<file path="src/rtl/c7v_pkg.sv">
// shared types, widths and codes for the 7x1 vertical convolution unit
package c7v_pkg;

  // field widths
  localparam int ACT_W      = 2;
  localparam int CHAN_W     = 4;
  localparam int POS_W      = 5;
  localparam int TAP_W      = 3;
  localparam int DATUM_W    = 16;
  localparam int INIT_W     = 47;
  localparam int SUM_W      = 48;
  localparam int ACC_W      = SUM_W + 1;
  localparam int PROD_W     = 2 * DATUM_W;

  // configuration port
  localparam int CFG_IDX_W  = 2;
  localparam int CFG_DATA_W = 6;
  localparam int NCH_CFG_W  = 5;
  localparam int HT_CFG_W   = 6;

  localparam int KERNEL_TAPS = 7;

  // register indexes
  localparam logic [CFG_IDX_W-1:0] REG_CHANNELS = 2'd0;
  localparam logic [CFG_IDX_W-1:0] REG_HEIGHT   = 2'd1;
  localparam logic [CFG_IDX_W-1:0] REG_WIDTH    = 2'd2;

  // reset values
  localparam logic [NCH_CFG_W-1:0] CHANNELS_RST = 5'd1;
  localparam logic [HT_CFG_W-1:0]  HEIGHT_RST   = 6'd32;

  // item actions
  typedef enum logic [ACT_W-1:0] {
    ACT_WEIGHT = 2'd0,
    ACT_SAMPLE = 2'd1,
    ACT_QUERY  = 2'd2
  } action_t;

  // sequencer to multiply-accumulate control
  typedef struct packed {
    logic load;   // take initial sum into the accumulator
    logic step;   // read data holds one tap to multiply in
    logic zero;   // tap reads as zero (query outside the stores)
  } mac_ctrl_t;

  // clamp the accumulator to 48-bit two's complement
  function automatic logic [SUM_W-1:0] sat_sum(input logic [ACC_W-1:0] acc);
    logic [SUM_W-1:0] res;
    if (acc[ACC_W-1] != acc[ACC_W-2]) begin
      res = acc[ACC_W-1] ? {1'b1, {(SUM_W-1){1'b0}}} : {1'b0, {(SUM_W-1){1'b1}}};
    end else begin
      res = acc[SUM_W-1:0];
    end
    return res;
  endfunction

endpackage

</file>
<file path="src/rtl/c7v_mac.sv">
// shared multiply-accumulate unit: one weight times one sample per cycle
module c7v_mac import c7v_pkg::*; (
  input  logic                       clk,
  input  logic                       rst,
  input  mac_ctrl_t                  ctrl,
  input  logic signed [INIT_W-1:0]   init_sum,
  input  logic signed [DATUM_W-1:0]  weight,
  input  logic signed [DATUM_W-1:0]  sample,
  output logic [ACC_W-1:0]           acc
);

  logic signed [PROD_W-1:0] prod;
  logic                     pvalid;

  // product stage valid
  always_ff @(posedge clk) begin
    if (rst) begin
      pvalid <= 1'b0;
    end else begin
      pvalid <= ctrl.step;
    end
  end

  // product register
  always_ff @(posedge clk) begin
    if (ctrl.zero) begin
      prod <= '0;
    end else begin
      prod <= weight * sample;
    end
  end

  // accumulator, preloaded with the initial sum of the query
  always_ff @(posedge clk) begin
    if (ctrl.load) begin
      acc <= {{(ACC_W-INIT_W){init_sum[INIT_W-1]}}, init_sum};
    end else if (pvalid) begin
      acc <= acc + {{(ACC_W-PROD_W){prod[PROD_W-1]}}, prod};
    end
  end

endmodule

</file>
<file path="config.mk">
export PLATFORM = sky130hd
export DESIGN_NAME = c7v_mac
export DESIGN_NICKNAME = d
export VERILOG_FILES = /design/src/rtl/c7v_pkg.sv /design/src/rtl/c7v_mac.sv
export SDC_FILE = /design/constraint.sdc
export NUM_CORES = 1
export LEC_CHECK = 0
export BUFFER_PORTS_ARGS = -buffer_cell sky130_fd_sc_hd__buf_4
export CAP_MARGIN = 0
export CORE_MARGIN = 1
export CORE_UTILIZATION = 35
export DETAILED_ROUTE_END_ITERATION = 8
export GPL_TIMING_DRIVEN = 0
export HOLD_SLACK_MARGIN = 0.06
export MAX_ROUTING_LAYER = met4
export PLACE_DENSITY_LB_ADDON = 0.12
export SYNTH_ARGS = -nofsm -noshare
export SYNTH_HDL_FRONTEND = slang
export SYNTH_SLANG_ARGS = --single-unit
</file>
<file path="constraint.sdc">
create_clock -name clk -period 16.58 [get_ports clk]
set_input_delay 3.316 -clock clk [delete_from_list [all_inputs] [get_ports clk]]
set_output_delay 3.316 -clock clk [all_outputs]
set_load 0.03 [all_outputs]
</file>
==> flow_summary.ini <==
[finish]
layout_commonest_cell = inv_1
final_cell_mix = inv_1 (302), fa_1 (263), nand2_1 (210)
final_nets = 2323
drive_gt1_frac = 0.0918
area_growth_pct = 13.1
utilization = 0.402
fillers = 4457
antenna_cells = 0

[global_routing]
grt_use_total = 0.202
antenna_found_initial = 0
grt_overflow = 0
grt_pass1_wl_um = 67600
grt_max_degree = 50
grt_pass1_vias = 12442

[yosys]
syn_inst = 1704
ys_seq_elements = 82
synth_edf_count = 49
yosys.area_share.simple = 0.160
synth_area_um2 = 15300
synthFlopType = edfxtp_1
yosysUniqueCellTypes = 67
muxShareOfSynthArea = 0.00376
synth_top_family_by_area = adder cells
synthXorXnorAreaFrac = 0.0429
ys_seq_area_frac = 0.139
synth_compound_area_frac = 0.115
synthesis.nets = 2181
synth-adder-area-share = 0.450
yosysWarnings = 0
syn_avg_cell_area_um2 = 8.99
async_flop_share = 0

[drt]
ant_nets = 0
wl_per_cell_um = 17.4
wl_um = 42300
drt_pre_antenna_iters = 5
drc = 0
vias = 11826
routed_via_density = 4.85
drt_iter0_markers = 561

[setup_path]
rrSetupSlack_ns = 12.92
worstReg2RegEnd = acc[46]
r2r_start = prod[31]
worstPathCellList = buf_4, clkbuf_1, nand2_1, inv_1, fa_1, fa_1, fa_1, fa_1, fa_1, inv_1, fa_1, inv_1, ha_1, a21oi_1, o21a_1, o21ai_1, a31oi_1, a21boi_4, a2111oi_1, a2111o_1, o31a_1, mux2_4
cp.required_ns = 16.83
endpoint_kind = flop
worstSetupPathType = input pin to flop
path_max_fanout = 10
cpPeakStageDelay_ns = 0.57
crit_top_cell = fa_1
slowest_stage = fa_1
arrival_ns = 9.77
ff2ff_path_depth = 11
start_kind = input pin

[placed_design]
portBuffers = 131
place_ws_ns = 6.72
gp_congestion = 0.889
place_hpwl_um = 36300

[clock_tree]
cts_setup_buffers = 0
root_buffer = clkbuf_16
cts_buffers = 9
tritoncts = done
clockBufferDepth = 2
clk_pin_slew_worst_paths_ns = 0.06
htreeDepth = 3
cts_resized = 0
cts.sinks = 82
clock_latency_ns = 0.36
postCtsHoldBufs = 0

[timing]
timing.final.ws_setup_ns = 7.07
fmax_ghz = 0.105
setup_viol_count_final = 0
fin_worst_skew_ns = 0.00704
rsz0062_at_grt = no
slew_headroom = 0.171
tns_ns = 0
drv_slew = 0
fin_crit_ns = 9.51
hold_violations = 0
tightestPinTransition_ns = 1.24
finalCritPeriodShare = 0.574

[floorplan]
die_height_um = 211
core.rowCount = 76
fp.dieW_um = 211
pin_count = 133
core_area_um2 = 43200
start_util = 0.355
dieArea_um2 = 44600

[worst_hold_path]
hp-class = flop to flop
hold-path-endpoint = acc[0]
holdPathStages = 2
min_from = prod[0]

[outcome]
status = finished, final reports clean

[job]
cap_viol_max_count = 0
-- cell type report --
class / instances / area [µm²] / area share
Clock buffer: 11 / 243 / 0.0140
Clock inverter: 5 / 53.8 / 0.00310
Multi-Input combinational cell: 1256 / 11800 / 0.681
Buffer: 64 / 248 / 0.0143
Sequential cell: 82 / 2130 / 0.123
Tap cell: 585 / 732 / 0.0422
Inverter: 302 / 1130 / 0.0654
Timing Repair Buffer: 131 / 983 / 0.0567
-- synth_stat cells, types with 3 or more instances --
| master | count | area share |
|---|---|---|
| inv_1 | 302 | 0.074 |
| fa_1 | 263 | 0.34 |
| nand2_1 | 210 | 0.051 |
| ha_1 | 130 | 0.11 |
| and2_1 | 128 | 0.052 |
| a21oi_1 | 75 | 0.024 |
| nor2_1 | 74 | 0.018 |
| o21ai_0 | 58 | 0.019 |
| clkbuf_1 | 55 | 0.013 |
| edfxtp_1 | 49 | 0.096 |
| a21o_1 | 46 | 0.023 |
| xnor2_1 | 42 | 0.024 |
| dfxtp_1 | 33 | 0.043 |
| xor2_1 | 33 | 0.019 |
| nand4_1 | 18 | 0.0073 |
| nand3_1 | 16 | 0.0052 |
| nor3_1 | 16 | 0.0052 |
| a31oi_1 | 15 | 0.0061 |
| nand2b_1 | 15 | 0.0061 |
| o21bai_1 | 12 | 0.0059 |
| o21ai_1 | 11 | 0.0036 |
| nor2b_1 | 10 | 0.0041 |
| and3_1 | 9 | 0.0037 |
| o211ai_1 | 7 | 0.0034 |
| buf_2 | 6 | 0.0020 |
| a211oi_1 | 5 | 0.0024 |
| o21a_1 | 4 | 0.0020 |
| o31ai_1 | 4 | 0.0020 |
| a21oi_2 | 3 | 0.0017 |
| a41oi_1 | 3 | 0.0017 |
| buf_1 | 3 | 0.00073 |
| o31a_1 | 3 | 0.0017 |
-- worst max-delay path by stage --
stage / depth (start not counted) / endpoint / slack [ns] / start
CTS: 22 / prod[30] / 7.10 / sample[1]
detailed placement: 22 / prod[30] / 6.72 / sample[1]
finish: 22 / prod[30] / 7.07 / sample[1]
floorplan: 21 / prod[30] / 7.50 / weight[15]
global placement: 22 / prod[30] / 6.79 / sample[1]
global route: 22 / prod[30] / 6.86 / sample[1]
-- stage by stage --
step | hold slack [ns] | instances | cell area [µm²]
after global placement | 0.647 | 2420 | 17000
after floorplan | 0.620 | 1704 | 15300
after global routing | 0.691 | 2436 | 17300
after CTS | 0.665 | 2436 | 17300
after detailed placement | 0.647 | 2420 | 17000
final | 0.657 | 2436 | 17300
-- routing by layer --
layer | global-route usage | up-vias | routed length [µm]
met5 | - | - | 0
met4 | 0.0582 | 0 | 1030
met3 | 0.0199 | 58 | 1630
met2 | 0.325 | 291 | 19300
met1 | 0.269 | 5778 | 20300
li1 | - | 5699 | -
-- sequential cells by signal, indices dropped and copies added, names as in the netlist --
name / cells
prod: 32
pvalid: 1
acc: 49
-- critical path, delay by kind of cell --
kind,cells,cell delay (ns)
adder cells (fa/ha/maj),7,3.38
AO/OA/AOI/OAI,8,1.71
buffers and inverters,5,0.86
multiplexers,1,0.30
AND/OR/NAND/NOR,1,0.22
-- kinds of logic after synthesis --
family	Yosys count
AOI/OAI and AO/OA	275
xor gates and xnor gates	75
adders and majority gates	393
buffers and inverters	366
DFF	82
muxes	5
and+or+nand+nor	508
Power is left out: the tool's default activity adds up to more than one toggle a clock period on the data nets, which glitch-free logic cannot reach.
