`config.mk`:
```
export PLATFORM = sky130hd
export DESIGN_NAME = c7v_ram
export DESIGN_NICKNAME = d
export VERILOG_FILES = /design/src/rtl/c7v_ram.sv
export SDC_FILE = /design/constraint.sdc
export NUM_CORES = 1
export LEC_CHECK = 0
export BUFFER_PORTS_ARGS = -buffer_cell sky130_fd_sc_hd__buf_2
export CORE_UTILIZATION = 50
export CTS_CLUSTER_SIZE = 16
export DETAILED_ROUTE_END_ITERATION = 8
export PLACE_DENSITY_LB_ADDON = 0.15
export SLEW_MARGIN = 10
export SYNTH_ARGS = -nofsm -noshare
export SYNTH_HDL_FRONTEND = slang
export SYNTH_SLANG_ARGS = --single-unit
```
`constraint.sdc`:
```
create_clock -name clk -period 2.9 [get_ports clk]
set_input_delay 0 -clock clk [delete_from_list [all_inputs] [get_ports clk]]
set_output_delay 0 -clock clk [all_outputs]
set_load 0.02 [all_outputs]
```
`src/rtl/c7v_ram.sv`:
```
// generic single-write, single-read memory with registered read data
module c7v_ram #(
  parameter int WIDTH = 16,
  parameter int DEPTH = 16,
  localparam int AW = (DEPTH > 1) ? $clog2(DEPTH) : 1
) (
  input  logic             clk,
  input  logic             we,
  input  logic [AW-1:0]    waddr,
  input  logic [WIDTH-1:0] wdata,
  input  logic [AW-1:0]    raddr,
  output logic [WIDTH-1:0] rdata
);

  logic [WIDTH-1:0] mem [DEPTH];

  // write port
  always_ff @(posedge clk) begin
    if (we) begin
      mem[waddr] <= wdata;
    end
  end

  // registered read port
  always_ff @(posedge clk) begin
    rdata <= mem[raddr];
  end

endmodule

```
==> PnR_summary.wiki, run 1 <==
{| class="wikitable"
! Metric !! Value
|-
| Result of the run || completed
|-
| Pwr/cell area || 695 nW/um^2
|-
| Measured slew at the worst slew-check pin || 1.03 ns
|-
| Setup skew after layout || 0.0109 ns
|-
| R2r endpoint || rdata[15]
|-
| Switching portion of total power || 20.3%
|-
| Wire length of the first global-routing pass || 30.8 mm
|-
| Depth of the most critical reg-to-reg path || 3
|-
| Overall power || 8160 uW
|-
| Async set or reset register ratio after synthesis || 0%
|-
| Worst Path Arrival || 1.84 ns
|-
| Number of iterations in the first detailed-routing pass || 5
|-
| Max-slew headroom at the worst pin || 31.0%
|-
| Unrepaired setup endpoints after global routing || no
|-
| Core area || 19,600 um^2
|-
| Source-to-sink clock delay at the later pin of the worst-skew pair || 0.52 ns
|-
| Mean area per synthesized cell || 23.2 um^2
|-
| Starting utilization of the core area || 51.3%
|-
| Post-synth top area share || 76.5%
|-
| Area growth from synthesis to layout || 17.0%
|-
| Kind of start point of the critical path || primary input
|-
| Most instantiated library cell after synthesis || sky130_fd_sc_hd__edfxtp_1
|-
| Maximum fanout along the worst path || 9
|-
| Startpoint of the tightest hold check path || waddr[3]
|-
| Port Buf Inserts || 41
|-
| Nature of the critical path endpoint || flop
|-
| Register-to-register setup slack || 1.56 ns
|-
| Final setup fails || 0
|-
| Worst slack on hold paths || 0.0751 ns
|-
| TNS Setup || 0 ns
|-
| TritonCTS clock tree || done
|-
| Overall die area || 20,700 um^2
|-
| Clock period minus final worst setup slack || 1.64 ns
|-
| Max-cap violations || 0
|-
| Slew Viols, Final || 0
|-
| Count of mapped cells out of synthesis || 432
|-
| Sum of net half-perimeters after detailed placement || 11.7 mm
|-
| Class of the most critical hold timing path || in -> reg
|-
| Clock group share of total power || 40.6%
|-
| GRT Resource Usage Total || 21.3%
|-
| Number of hold violations in the final report || 0
|-
| Die extent in y || 144 um
|-
| End point of the most critical hold path || mem[2][11]
|-
| Int Power || 6510 uW
|-
| Clock transition at the registers of the reported paths || 0.06 ns
|-
| Count of inserted antenna diode cells || 0
|-
| Number of post-CTS setup repair buffers || 0
|-
| Number of cells traversed by the worst hold path || 3
|-
| Vias per cell || 5.84
|-
| Number of violations reported at the end of detailed-routing iteration 0 || 403
|-
| Worst VDD drop || 0.430 mV
|-
| Count of antenna-violating nets left after detailed routing || 0
|-
| Portion of total power attributed to sequential cells || 54.1%
|-
| P_sw || 1660 uW
|-
| Antenna violations before repair || 0
|-
| Detailed-route wire length || 20.4 mm
|-
| Final weighted congestion of routability-driven global placement || 0.738
|-
| Post-synthesis cell area || 10,000 um^2
|-
| Number of vias after detailed routing || 4,716
|-
| Cell types occupying the most area after synthesis || sky130_fd_sc_hd__edfxtp_1, sky130_fd_sc_hd__mux4_2, sky130_fd_sc_hd__dfxtp_1, sky130_fd_sc_hd__mux4_1, sky130_fd_sc_hd__a22oi_1
|-
| IO Count || 42
|-
| Leakage component of the power || 0.00387 uW
|-
| Quantity of gates resized following cts || 0
|-
| Highest clock rate || 611 MHz
|-
| Ratio of cells with drive above 1 in the final layout || 32.7%
|-
| Nets in the synthesized netlist || 458
|-
| Number of enable flip-flop cells after synthesis || 256
|-
| Bufs on Longest Clock Path || 3
|-
| Cell type with the highest aggregate area in the netlist || sky130_fd_sc_hd__edfxtp_1
|-
| Number of storage elements in the synthesis netlist || 272
|-
| DRC viols || 0
|-
| Synth top cells by count || sky130_fd_sc_hd__edfxtp_1, sky130_fd_sc_hd__mux4_2, sky130_fd_sc_hd__a22oi_1
|-
| Portion of the clock cycle consumed by the worst path in the final layout || 56.4%
|-
| Clock Sink Count || 272
|-
| Library cell used as clock root buffer || sky130_fd_sc_hd__clkbuf_16
|-
| Clock buffer count from CTS || 27
|-
| Distinct cells, synth || 19
|-
| Type of the worst setup path || in -> reg
|-
| Final-stage net count || 548
|-
| Vias in the first global route || 4,913
|-
| Worst path required time || 3.11 ns
|-
| Rows || 51
|-
| Pin count of the biggest net entering global routing || 65
|-
| Synth warnings || 0
|-
| Share of synthesized area occupied by flip-flops and latches || 79.7%
|-
| Drt wl/cell || 25.3 um
|-
| Prevailing post-synth register cell || sky130_fd_sc_hd__edfxtp_1
|-
| Launch instance of the worst register-to-register path || mem[3][15]
|-
| GRT Residual Overflow || 0
|-
| Maximum level of the CTS H-tree || 1
|-
| Horizontal die dimension || 144 um
|-
| Logic pwr share || 5.3%
|}
==> cell families (layout without fill, tap and decap cells) <==
| kind of cell | Yosys count | count (layout) | synth area share, % |
|---|---|---|---|
| compound gates | 32 | 32 | 2.39 |
| buf+inv | 21 | 131 | 1.23 |
| flops | 272 | 272 | 79.7 |
| mux | 64 | 64 | 14.7 |
| simple gates | 43 | 43 | 1.92 |
==> state kept, by name (all words and copies together) (netlist names) <==
register  flops
mem         256
rdata        16
==> through the flow <==
step | cells | util (%) | cell area [um^2] | setup WS, ns
4_1_cts | 807 | 60.0 | 11700 | 1.22
6_report | 807 | 60.0 | 11700 | 1.26
3_3_place_gp | 740 | 54.7 | 10700 | 1.14
2_1_floorplan | 432 | - | 10000 | 0.845
5_1_grt | 807 | 60.0 | 11700 | 1.19
3_5_place_dp | 740 | 54.7 | 10700 | 1.11
==> power by group through the flow <==
stage | Clock, uW | Combinational (uW) | Sequential, uW
after global placement | 0 | 412 | 4500
after detailed placement | 0 | 422 | 4500
after floorplan | 0 | 214 | 4530
final | 3310 | 434 | 4420
after CTS | 3380 | 442 | 4420
after global routing | 3530 | 470 | 4420
==> what timing repair did <==
item / in CTS / in global routing
endpoints found under the setup margin: 0 / 0
hold buffers: 18 / 0
endpoints found under the hold margin: 261 / 0
==> worst max-delay path, cell delays in order <==
cell and delay [ns]:
sky130_fd_sc_hd__dlygate4sd3_1 0.54, sky130_fd_sc_hd__buf_2 0.17, sky130_fd_sc_hd__nand2b_1 0.25, sky130_fd_sc_hd__nor2_2 0.53
sky130_fd_sc_hd__buf_4 0.35
==> per-layer routing <==
metal	wire length, um	GRT usage (%)
met5	0	0
met4	415	5.60
met3	966	2.97
met2	9930	34.1
met1	9120	31.1
==> cell usage in the layout (no fill, tap or decap), types with 3 or more instances in the layout <==
cell,count
sky130_fd_sc_hd__clkinv_1,4
sky130_fd_sc_hd__nor2_2,12
sky130_fd_sc_hd__nor3_2,4
sky130_fd_sc_hd__clkinv_2,9
sky130_fd_sc_hd__dlygate4sd3_1,18
sky130_fd_sc_hd__buf_12,3
sky130_fd_sc_hd__mux4_2,54
sky130_fd_sc_hd__clkbuf_16,27
sky130_fd_sc_hd__edfxtp_1,256
sky130_fd_sc_hd__dfxtp_1,16
sky130_fd_sc_hd__buf_4,21
sky130_fd_sc_hd__nand2_1,17
sky130_fd_sc_hd__clkbuf_1,5
sky130_fd_sc_hd__a22oi_1,32
sky130_fd_sc_hd__mux4_1,10
sky130_fd_sc_hd__buf_2,40
==> how the worst max path moves through the flow <==
| stage | from | to | cells past startpoint |
|---|---|---|---|
| floorplan | waddr[2] | mem[0][0] | 2 |
| global placement | raddr[0] | rdata[7] | 6 |
| detailed placement | raddr[0] | rdata[7] | 6 |
| CTS | waddr[0] | mem[15][0] | 5 |
| global route | waddr[0] | mem[10][15] | 5 |
| finish | waddr[0] | mem[10][4] | 5 |
==> final cells by class <==
cell class / count / area [um^2]
well taps: 265 / 332
clock buffers: 34 / 722
fillers: 1434 / 7840
repair buffers: 82 / 598
clock inverters: 15 / 120
flip-flops and latches: 272 / 8010
multi-input cells: 139 / 1970
No activity file was read; power rests on OpenSTA's default activity.
==> inputs of run 2 (changes only) <==
- clock period: 2.9 -> 1.6 ns (I/O delays scaled with it)
==> PnR_summary.wiki, run 2 (synthesized netlist as in run 1, its figures left out) <==
{| class="wikitable"
! Metric !! Value
|-
| Commonest non-fill, non-tap cells in the layout || sky130_fd_sc_hd__edfxtp_1, sky130_fd_sc_hd__mux4_2, sky130_fd_sc_hd__buf_2, sky130_fd_sc_hd__a22oi_1, sky130_fd_sc_hd__clkbuf_16
|-
| Worst slack on hold paths || 0.0930 ns
|-
| DRC viols || 0
|-
| Count of hold-fix buffers inserted at cts || 17
|-
| Count of antenna-violating nets left after detailed routing || 0
|-
| Source-to-sink clock delay at the later pin of the worst-skew pair || 0.52 ns
|-
| Number of vias after detailed routing || 4,749
|-
| TNS Setup || 0 ns
|-
| GRT Resource Usage Total || 21.0%
|-
| Kind of start point of the critical path || primary input
|-
| Number of iterations in the first detailed-routing pass || 5
|-
| Number of violations reported at the end of detailed-routing iteration 0 || 425
|-
| TritonCTS clock tree || done
|-
| Placed cell count || 749
|-
| Clock transition at the registers of the reported paths || 0.06 ns
|-
| Final Non-Filler Cells || 814
|-
| Pin count of the biggest net entering global routing || 25
|-
| Routing layer with the top usage in global route || met2
|-
| Setup WS pre-CTS || 0.109 ns
|-
| Clock period minus final worst setup slack || 1.47 ns
|-
| Vias in the first global route || 4,846
|-
| Top reg by flops || mem
|-
| Global routing usage on met3 || 2.83%
|-
| Met1 track demand over resource || 31.6%
|-
| Max-slew headroom at the worst pin || 24.1%
|-
| Quantity of gates resized following cts || 0
|-
| Most frequent standard cell in the layout excluding fill and tap cells || sky130_fd_sc_hd__edfxtp_1
|-
| Result of the run || completed
|-
| Starting utilization of the core area || 51.3%
|-
| Leakage component of the power || 0.00396 uW
|-
| Pwr/cell area || 1230 nW/um^2
|-
| Final setup fails || 0
|-
| IO Count || 42
|-
| Measured slew at the worst slew-check pin || 1.14 ns
|-
| Maximum fanout along the worst path || 16
|-
| Unrepaired setup endpoints after global routing || no
|-
| Max-cap violations || 0
|-
| Ratio of cells with drive above 1 in the final layout || 33.0%
|-
| Maximum level of the CTS H-tree || 1
|-
| Antenna violations before repair || 0
|-
| Number of flip-flops under the largest register name || 256
|-
| Clock buffer count from CTS || 27
|-
| Bufs on Longest Clock Path || 3
|-
| Largest registers || mem (256), rdata (16)
|-
| Wire length of the first global-routing pass || 30.5 mm
|-
| Nature of the critical path endpoint || flop
|-
| Port Buf Inserts || 41
|-
| Type of the worst setup path || in -> reg
|-
| Drt wl/cell || 25.2 um
|-
| Final standard cell utilization of the core || 61.3%
|-
| Rows || 51
|-
| Worst Path Arrival || 1.91 ns
|-
| Die extent in y || 144 um
|-
| Setup skew after layout || 0.0163 ns
|-
| Worst VDD drop || 0.794 mV
|-
| Area growth from synthesis to layout || 19.5%
|-
| Number of post-CTS setup repair buffers || 0
|-
| Number of hold violations in the final report || 0
|-
| Vias per cell || 5.83
|-
| Sum of net half-perimeters after detailed placement || 11.4 mm
|-
| Overall die area || 20,700 um^2
|-
| GRT Residual Overflow || 0
|-
| Portion of the clock cycle consumed by the worst path in the final layout || 91.7%
|-
| Clock Sink Count || 272
|-
| Slack of the critical path || 0.133 ns
|-
| Worst path required time || 2.05 ns
|-
| Count of inserted antenna diode cells || 0
|-
| Class of the most critical hold timing path || in -> reg
|-
| Core area || 19,600 um^2
|-
| Library cell used as clock root buffer || sky130_fd_sc_hd__clkbuf_16
|-
| Horizontal die dimension || 144 um
|-
| Detailed-route wire length || 20.5 mm
|-
| Highest clock rate || 681 MHz
|-
| Final-stage net count || 556
|-
| Final weighted congestion of routability-driven global placement || 0.725
|-
| Slew Viols, Final || 0
|-
| Fraction of met2 tracks used by global routing || 32.6%
|}
## run 2: cell types whose count changed in the layout (fill, tap and decap cells not counted)
cell | before | now
sky130_fd_sc_hd__nor3_2 | 4 | 0
sky130_fd_sc_hd__clkbuf_8 | 2 | 3
sky130_fd_sc_hd__dlygate4sd3_1 | 18 | 17
sky130_fd_sc_hd__buf_4 | 21 | 16
sky130_fd_sc_hd__clkinv_2 | 9 | 3
sky130_fd_sc_hd__nor3_4 | 0 | 4
sky130_fd_sc_hd__clkbuf_1 | 5 | 8
sky130_fd_sc_hd__buf_12 | 3 | 17
sky130_fd_sc_hd__clkinv_1 | 4 | 5
## run 2: final timing paths
kind / slack [ns] / depth (start not counted) / startpoint / end
max: 0.13 / 5 / raddr[2] / rdata[11]
min: 0.09 / 4 / raddr[0] / rdata[2]
max reg2reg: 0.24 / 3 / mem[9][9] / rdata[9]
min reg2reg: 0.67 / 3 / mem[14][3] / rdata[3]
## run 2: worst max-delay path: stages
cell	delay, ns
sky130_fd_sc_hd__dlygate4sd3_1	0.52
sky130_fd_sc_hd__buf_2	0.13
sky130_fd_sc_hd__and2_1	0.89
sky130_fd_sc_hd__a22oi_1	0.22
sky130_fd_sc_hd__nand2_1	0.16
## run 2: power by group
part           internal (uW)  total (uW)  switching (uW)
logic                    361         835             474
registers               7960        8010            43.8
clock network           3550        5970            2430
total                  11900       14800            2950
## run 2: area by class of cell
| cell class | count | area (um^2) |
|---|---|---|
| flip-flops and latches | 272 | 8010 |
| clock buffers | 38 | 747 |
| clock inverters | 10 | 93.8 |
| fillers | 1406 | 7590 |
| multi-input cells | 139 | 1990 |
| repair buffers | 90 | 831 |
| well taps | 265 | 332 |
## run 2: per-stage QoR
stage,total power (uW),cell area [um^2]
after floorplan,8600,10100
final,14800,12000
after global routing,15300,12000
after global placement,8950,11000
after CTS,14900,12000
after detailed placement,8970,11000
## run 2: per-layer routing
metal	up-vias	wire (um)
met2	141	9790
met3	28	1090
met5	-	0
li1	2034	-
met4	0	369
met1	2546	9260
