$ cat config.mk
export PLATFORM = sky130hd
export DESIGN_NAME = c7v_seq
export DESIGN_NICKNAME = d
export VERILOG_FILES = /design/src/rtl/c7v_pkg.sv /design/src/rtl/c7v_seq.sv
export SDC_FILE = /design/constraint.sdc
export NUM_CORES = 1
export LEC_CHECK = 0
export BUFFER_PORTS_ARGS = -buffer_cell sky130_fd_sc_hd__buf_4
export CORE_UTILIZATION = 40
export CTS_CLUSTER_SIZE = 40
export DETAILED_ROUTE_END_ITERATION = 6
export PLACE_DENSITY = 0.76
export SETUP_SLACK_MARGIN = 0.2
export SYNTH_ARGS = -nofsm -noshare
export SYNTH_HDL_FRONTEND = slang
export SYNTH_SLANG_ARGS = --single-unit
$ cat constraint.sdc
create_clock -name clk -period 10.6 [get_ports clk]
set_clock_uncertainty 0.1 [all_clocks]
set_input_delay 2.12 -clock clk [delete_from_list [all_inputs] [get_ports clk]]
set_output_delay 2.12 -clock clk [all_outputs]
set_load 0.005 [all_outputs]
$ cat src/rtl/c7v_pkg.sv
// shared types, widths and codes for the 7x1 vertical convolution unit
package c7v_pkg;

  // field widths
  localparam int ACT_W      = 2;
  localparam int CHAN_W     = 4;
  localparam int POS_W      = 5;
  localparam int TAP_W      = 3;
  localparam int DATUM_W    = 16;
  localparam int INIT_W     = 47;
  localparam int SUM_W      = 48;
  localparam int ACC_W      = SUM_W + 1;
  localparam int PROD_W     = 2 * DATUM_W;

  // configuration port
  localparam int CFG_IDX_W  = 2;
  localparam int CFG_DATA_W = 6;
  localparam int NCH_CFG_W  = 5;
  localparam int HT_CFG_W   = 6;

  localparam int KERNEL_TAPS = 7;

  // register indexes
  localparam logic [CFG_IDX_W-1:0] REG_CHANNELS = 2'd0;
  localparam logic [CFG_IDX_W-1:0] REG_HEIGHT   = 2'd1;
  localparam logic [CFG_IDX_W-1:0] REG_WIDTH    = 2'd2;

  // reset values
  localparam logic [NCH_CFG_W-1:0] CHANNELS_RST = 5'd1;
  localparam logic [HT_CFG_W-1:0]  HEIGHT_RST   = 6'd32;

  // item actions
  typedef enum logic [ACT_W-1:0] {
    ACT_WEIGHT = 2'd0,
    ACT_SAMPLE = 2'd1,
    ACT_QUERY  = 2'd2
  } action_t;

  // sequencer to multiply-accumulate control
  typedef struct packed {
    logic load;   // take initial sum into the accumulator
    logic step;   // read data holds one tap to multiply in
    logic zero;   // tap reads as zero (query outside the stores)
  } mac_ctrl_t;

  // clamp the accumulator to 48-bit two's complement
  function automatic logic [SUM_W-1:0] sat_sum(input logic [ACC_W-1:0] acc);
    logic [SUM_W-1:0] res;
    if (acc[ACC_W-1] != acc[ACC_W-2]) begin
      res = acc[ACC_W-1] ? {1'b1, {(SUM_W-1){1'b0}}} : {1'b0, {(SUM_W-1){1'b1}}};
    end else begin
      res = acc[SUM_W-1:0];
    end
    return res;
  endfunction

endpackage

$ cat src/rtl/c7v_seq.sv
// sequencer: store writes, tap walk over input channels, result register
module c7v_seq import c7v_pkg::*; #(
  parameter int MAX_IN_CHANNELS  = 16,
  parameter int MAX_OUT_CHANNELS = 16,
  parameter int MAX_HEIGHT       = 32,
  parameter int MAX_WIDTH        = 32,
  localparam int W_DEPTH = MAX_OUT_CHANNELS * MAX_IN_CHANNELS * KERNEL_TAPS,
  localparam int I_DEPTH = MAX_IN_CHANNELS * MAX_HEIGHT * MAX_WIDTH,
  localparam int WA_W    = (W_DEPTH > 1) ? $clog2(W_DEPTH) : 1,
  localparam int IA_W    = (I_DEPTH > 1) ? $clog2(I_DEPTH) : 1,
  localparam int NCH_W   = $clog2(MAX_IN_CHANNELS + 1)
) (
  input  logic                  clk,
  input  logic                  rst,
  // item channel
  input  logic                  in_valid,
  output logic                  in_ready,
  input  logic [ACT_W-1:0]      action,
  input  logic [CHAN_W-1:0]     in_chan,
  input  logic [CHAN_W-1:0]     out_chan,
  input  logic [POS_W-1:0]      row,
  input  logic [POS_W-1:0]      col,
  input  logic [TAP_W-1:0]      tap,
  // configuration
  input  logic [NCH_CFG_W-1:0]  channels_in_use,
  input  logic [HT_CFG_W-1:0]   image_height,
  // store ports
  output logic                  w_we,
  output logic [WA_W-1:0]       w_waddr,
  output logic [WA_W-1:0]       w_raddr,
  output logic                  img_we,
  output logic [IA_W-1:0]       img_waddr,
  output logic [IA_W-1:0]       img_raddr,
  // multiply-accumulate unit
  output mac_ctrl_t             mac_ctrl,
  input  logic [ACC_W-1:0]      acc,
  // result channel
  output logic                  out_valid,
  input  logic                  out_ready,
  output logic [SUM_W-1:0]      sum_out,
  output logic                  row_error
);

  typedef enum logic [1:0] {
    ST_IDLE,
    ST_RUN,
    ST_DRAIN,
    ST_DONE
  } state_t;

  state_t            state;
  logic [NCH_W-1:0]  ch;
  logic [TAP_W-1:0]  tap_cnt;
  logic              drain;
  logic [CHAN_W-1:0] q_oc;
  logic [POS_W-1:0]  q_row;
  logic [POS_W-1:0]  q_col;
  logic [NCH_W-1:0]  q_nch;
  logic              q_err;
  logic              q_mask;
  logic              step_q;
  logic              zero_q;

  logic              in_acc;
  logic              is_query;
  logic [31:0]       nch_full;
  logic [NCH_W-1:0]  nch_eff;
  logic [31:0]       ht_full;
  logic              err_now;
  logic              mask_now;
  logic [31:0]       w_waddr_full;
  logic [31:0]       img_waddr_full;
  logic [31:0]       w_raddr_full;
  logic [31:0]       img_raddr_full;

  assign in_ready = (state == ST_IDLE);
  assign in_acc   = in_valid && in_ready;
  assign is_query = (action == ACT_QUERY);

  // effective channel count and height, clamped to the stores; row error and mask flags
  always_comb begin
    nch_full = (32'(channels_in_use) > 32'(MAX_IN_CHANNELS)) ?
               32'(MAX_IN_CHANNELS) : 32'(channels_in_use);
    nch_eff  = nch_full[NCH_W-1:0];
    ht_full  = (32'(image_height) > 32'(MAX_HEIGHT)) ?
               32'(MAX_HEIGHT) : 32'(image_height);
    err_now  = (32'(row) + 32'(KERNEL_TAPS)) > ht_full;
    mask_now = (32'(out_chan) >= 32'(MAX_OUT_CHANNELS)) ||
               (32'(col) >= 32'(MAX_WIDTH));
  end

  // store writes, out-of-range words dropped
  always_comb begin
    w_waddr_full   = (32'(out_chan) * 32'(MAX_IN_CHANNELS) + 32'(in_chan))
                     * 32'(KERNEL_TAPS) + 32'(tap);
    img_waddr_full = (32'(in_chan) * 32'(MAX_HEIGHT) + 32'(row)) * 32'(MAX_WIDTH)
                     + 32'(col);
    w_waddr   = w_waddr_full[WA_W-1:0];
    img_waddr = img_waddr_full[IA_W-1:0];
    w_we      = in_acc && (action == ACT_WEIGHT) &&
                (32'(out_chan) < 32'(MAX_OUT_CHANNELS)) &&
                (32'(in_chan) < 32'(MAX_IN_CHANNELS)) &&
                (32'(tap) < 32'(KERNEL_TAPS));
    img_we    = in_acc && (action == ACT_SAMPLE) &&
                (32'(in_chan) < 32'(MAX_IN_CHANNELS)) &&
                (32'(row) < 32'(MAX_HEIGHT)) &&
                (32'(col) < 32'(MAX_WIDTH));
  end

  // read addresses for the current channel and tap
  always_comb begin
    w_raddr_full   = (32'(q_oc) * 32'(MAX_IN_CHANNELS) + 32'(ch)) * 32'(KERNEL_TAPS)
                     + 32'(tap_cnt);
    img_raddr_full = (32'(ch) * 32'(MAX_HEIGHT) + 32'(q_row) + 32'(tap_cnt))
                     * 32'(MAX_WIDTH) + 32'(q_col);
    w_raddr   = w_raddr_full[WA_W-1:0];
    img_raddr = img_raddr_full[IA_W-1:0];
  end

  // control to the multiply-accumulate unit, aligned with read data
  assign mac_ctrl.load = in_acc && is_query;
  assign mac_ctrl.step = step_q;
  assign mac_ctrl.zero = zero_q;

  // state, counters and result register
  always_ff @(posedge clk) begin
    if (rst) begin
      state     <= ST_IDLE;
      step_q    <= 1'b0;
      out_valid <= 1'b0;
    end else begin
      step_q <= (state == ST_RUN);
      zero_q <= q_mask;
      // result word: raised when the sum is ready, dropped once taken
      if (state == ST_DONE && (!out_valid || out_ready)) begin
        out_valid <= 1'b1;
      end else if (out_ready) begin
        out_valid <= 1'b0;
      end
      case (state)
        ST_IDLE: begin
          if (in_acc && is_query) begin
            q_oc    <= out_chan;
            q_row   <= row;
            q_col   <= col;
            q_nch   <= nch_eff;
            q_err   <= err_now;
            q_mask  <= mask_now;
            ch      <= '0;
            tap_cnt <= '0;
            drain   <= 1'b0;
            state   <= (err_now || nch_eff == '0) ? ST_DONE : ST_RUN;
          end
        end
        ST_RUN: begin
          if (tap_cnt == TAP_W'(KERNEL_TAPS - 1)) begin
            tap_cnt <= '0;
            if ((ch + NCH_W'(1)) == q_nch) begin
              state <= ST_DRAIN;
            end else begin
              ch <= ch + NCH_W'(1);
            end
          end else begin
            tap_cnt <= tap_cnt + TAP_W'(1);
          end
        end
        ST_DRAIN: begin
          // product and accumulate stages empty out
          drain <= 1'b1;
          if (drain) begin
            state <= ST_DONE;
          end
        end
        ST_DONE: begin
          if (!out_valid || out_ready) begin
            sum_out   <= q_err ? '0 : sat_sum(acc);
            row_error <= q_err;
            state     <= ST_IDLE;
          end
        end
        default: begin
          state <= ST_IDLE;
        end
      endcase
    end
  end

endmodule

==> flow_summary.yaml <==
cells_and_area:
  fin_util: 0.549
  nNetsFinal: 885
  syn2layout_area_growth_pct: 32.3
  fin_area_um2: 7390
  layout-drive-gt1-share: 0.298
  diodes: 0
  instances_no_fill: 900
grt:
  grt_pass1_vias: 4317
  grt_pass1_wl_um: 20800
  antenna_found_initial: 0
  overflow: 0
  grt_max_degree: 50
  gr-usage-all-layers: 0.182
clock_network:
  cts.sinks: 82
  cts_max_level: 3
  postCtsSetupRepairBufs: 0
  clk_pin_slew_ns: 0.06
  clock_latency_ns: 0.33
  cts_tree: "yes"
  cts_hold_buf: 0
  cts_resized: 0
  cts_buffers: 9
  clock_tree.root_cell: "clkbuf_16"
  cts.path.max_buffers: 2
min_path:
  hp-class: "flop to flop"
detailed_routing:
  final_antenna_net_count: 0
  drt_iter0_markers: 220
  drcViolationCount: 0
  via_count: 4397
  wire_per_inst_um: 14.6
  viasPerCell: 4.89
  wl_um: 13100
  firstDrtPassIters: 7
die:
  rows: 42
  die_area_um2: 14400
  die_w_um: 120
  start_util: 0.415
  core_area_um2: 13500
  ios: 193
  die_h_um: 120
yosys:
  ys_types: 49
  ys_ff_latch: 82
  syn_avg_cell_area_um2: 10.2
  yosysWarnings: 0
  netlist_area_um2: 5590
  ys_async_sr_fraction: 0
  yosysMostFrequentCell: "edfxtp_1"
  yosys-top-cells-area: "edfxtp_1 42%, ha_1 14%, a21oi_1 5.6%"
  ys.flop_type: "edfxtp_1"
  synth_top_area_frac: 0.419
  synth_fp_nets: 715
  synth_edf_count: 78
  synth_largest_area_cell: "edfxtp_1"
  synthCells: 549
  netlist_top_cells_count: "78 x edfxtp_1, 71 x nand2_1, 64 x ha_1"
  ys_seq_area_frac: 0.433
place:
  port_buffers: 191
  post-place-cells: 884
  gp_congestion: 0.850
  dp_hpwl_um: 10200
  dpl-instance-area_um2: 7080
  post-place-ws_ns: 3.55
setup_path:
  crit_buf_inv: 3
  cp-end-kind: "primary output"
  cpPeakStageDelay_ns: 0.53
  critPathTopFamily: "adder cells"
  cp_max_fo: 4
  crit_slowest_cell: "fa_1"
  required_ns: 8.38
  cp_cell_sequence: "buf_4 -> fa_1 -> inv_1 -> fa_1 -> fa_1 -> nor2b_1 -> o21ai_0 -> a21oi_1 -> o21ai_0 -> a22oi_1 -> buf_4"
  start_kind: "input port"
  crit_type: "input port to primary output"
  crit_top_cell: "fa_1"
  crit_arrival_ns: 4.83
power_and_ir_drop:
  clkPwrFrac: 0.230
  switching_share: 0.351
  switchingPower_mw: 0.490
  combPwrFrac: 0.481
  power_density_nw_per_um2: 189
  seqPwrFrac: 0.289
  p_int_mw: 0.907
  irDropWorstVdd_mv: 0.0849
  power_leakage_nw: 3.36
  p_total_mw: 1.40
timing:
  setup_viol_count_final: 0
  setup_tns_ns: 0
  worst_slack_ns: 3.55
  fmax_ghz: 0.142
  timing.hold.ws_ns: 0.414
  hold_viol_final: 0
  fin_crit_sh: 0.665
  worst_slew_pin_slew_ns: 1.08
  slew_violations: 0
  grt_setup_unrepaired: "false"
  fin_crit_ns: 7.05
  maxSlewHeadroom: 0.278
job:
  max_cap_violations: 0
status:
  status: "complete, no violations"
cells by family after synthesis:
| group | after synthesis | synth area share |
|---|---|---|
| flops | 82 | 0.433 |
| mux | 2 | 0.00358 |
| other cells | 1 | 0.000671 |
| simple gates | 145 | 0.116 |
| fa+ha+maj | 80 | 0.199 |
| xor+xnor | 39 | 0.0636 |
| buf+inv | 95 | 0.0750 |
| compound gates | 105 | 0.109 |
layout make-up:
class                           instances  area [µm²]
Timing Repair Buffer                  194        1460
Multi-Input combinational cell        372        2750
Inverter                               60         225
Sequential cell                        82        2420
Fill cell                            1177        6060
Clock inverter                          7        88.8
Clock buffer                            9         225
Tap cell                              176         220
routing by layer:
layer	global-route usage	part of all wire	up-vias
met5	0	0	-
met4	0.0641	0.022	0
met3	0.0330	0.040	22
met2	0.314	0.51	113
met1	0.226	0.42	2062
li1	-	-	2200
final timing paths:
kind / depth (start not counted) / to / slack [ns] / startpoint
max: 11 / w_waddr[7] / 3.55 / in_chan[0]
min: 2 / state[0] / 0.41 / state[0]
max reg2reg: 6 / ch[2] / 7.85 / ch[2]
min reg2reg: 2 / state[0] / 0.41 / state[0]
sequential cells by signal, summed over array words and instances, names as in the netlist, 2 cells and up:
name / flops
sum_out: 48
q_col: 5
q_oc: 4
q_nch: 5
tap_cnt: 3
state: 2
q_row: 5
ch: 5
placed cells by master, fill, tap and decap left out, types with 2 or more instances in the layout:
| cell | instances |
|---|---|
| a21oi_1 | 63 |
| buf_4 | 194 |
| or4_1 | 3 |
| o21a_1 | 3 |
| nand2_1 | 71 |
| a21o_1 | 4 |
| a21oi_2 | 2 |
| nand3_1 | 4 |
| clkinv_4 | 3 |
| fa_1 | 15 |
| and3_1 | 3 |
| o22ai_1 | 2 |
| a31oi_1 | 2 |
| nand2b_1 | 3 |
| xor2_1 | 13 |
| edfxtp_1 | 78 |
| dfxtp_1 | 4 |
| o21ai_0 | 16 |
| nor2b_1 | 12 |
| nor4_1 | 3 |
| nor2_1 | 30 |
| inv_1 | 60 |
| nor3_1 | 6 |
| mux2i_1 | 2 |
| clkbuf_16 | 9 |
| and2_1 | 3 |
| xnor2_1 | 25 |
| a21boi_0 | 2 |
| ha_1 | 64 |
power groups by stage:
stage | Combinational (mW) | Clock (mW) | Sequential (mW)
4_1_cts | 0.678 | 0.330 | 0.404
3_5_place_dp | 0.673 | 0 | 0.410
5_1_grt | 0.756 | 0.340 | 0.406
2_1_floorplan | 0.405 | 0 | 0.407
6_report | 0.672 | 0.322 | 0.403
3_3_place_gp | 0.651 | 0 | 0.409
worst register-to-register path: cells and delay by family, from the launching register on:
kind,cells,cell delay [ns]
AO/OA/AOI/OAI,3,0.73
adder cells (fa/ha/maj),1,0.24
buffers and inverters,1,0.06
flip-flops,1,0.58
AND/OR/NAND/NOR,1,0.66
(Power assumes the default switching activity.)
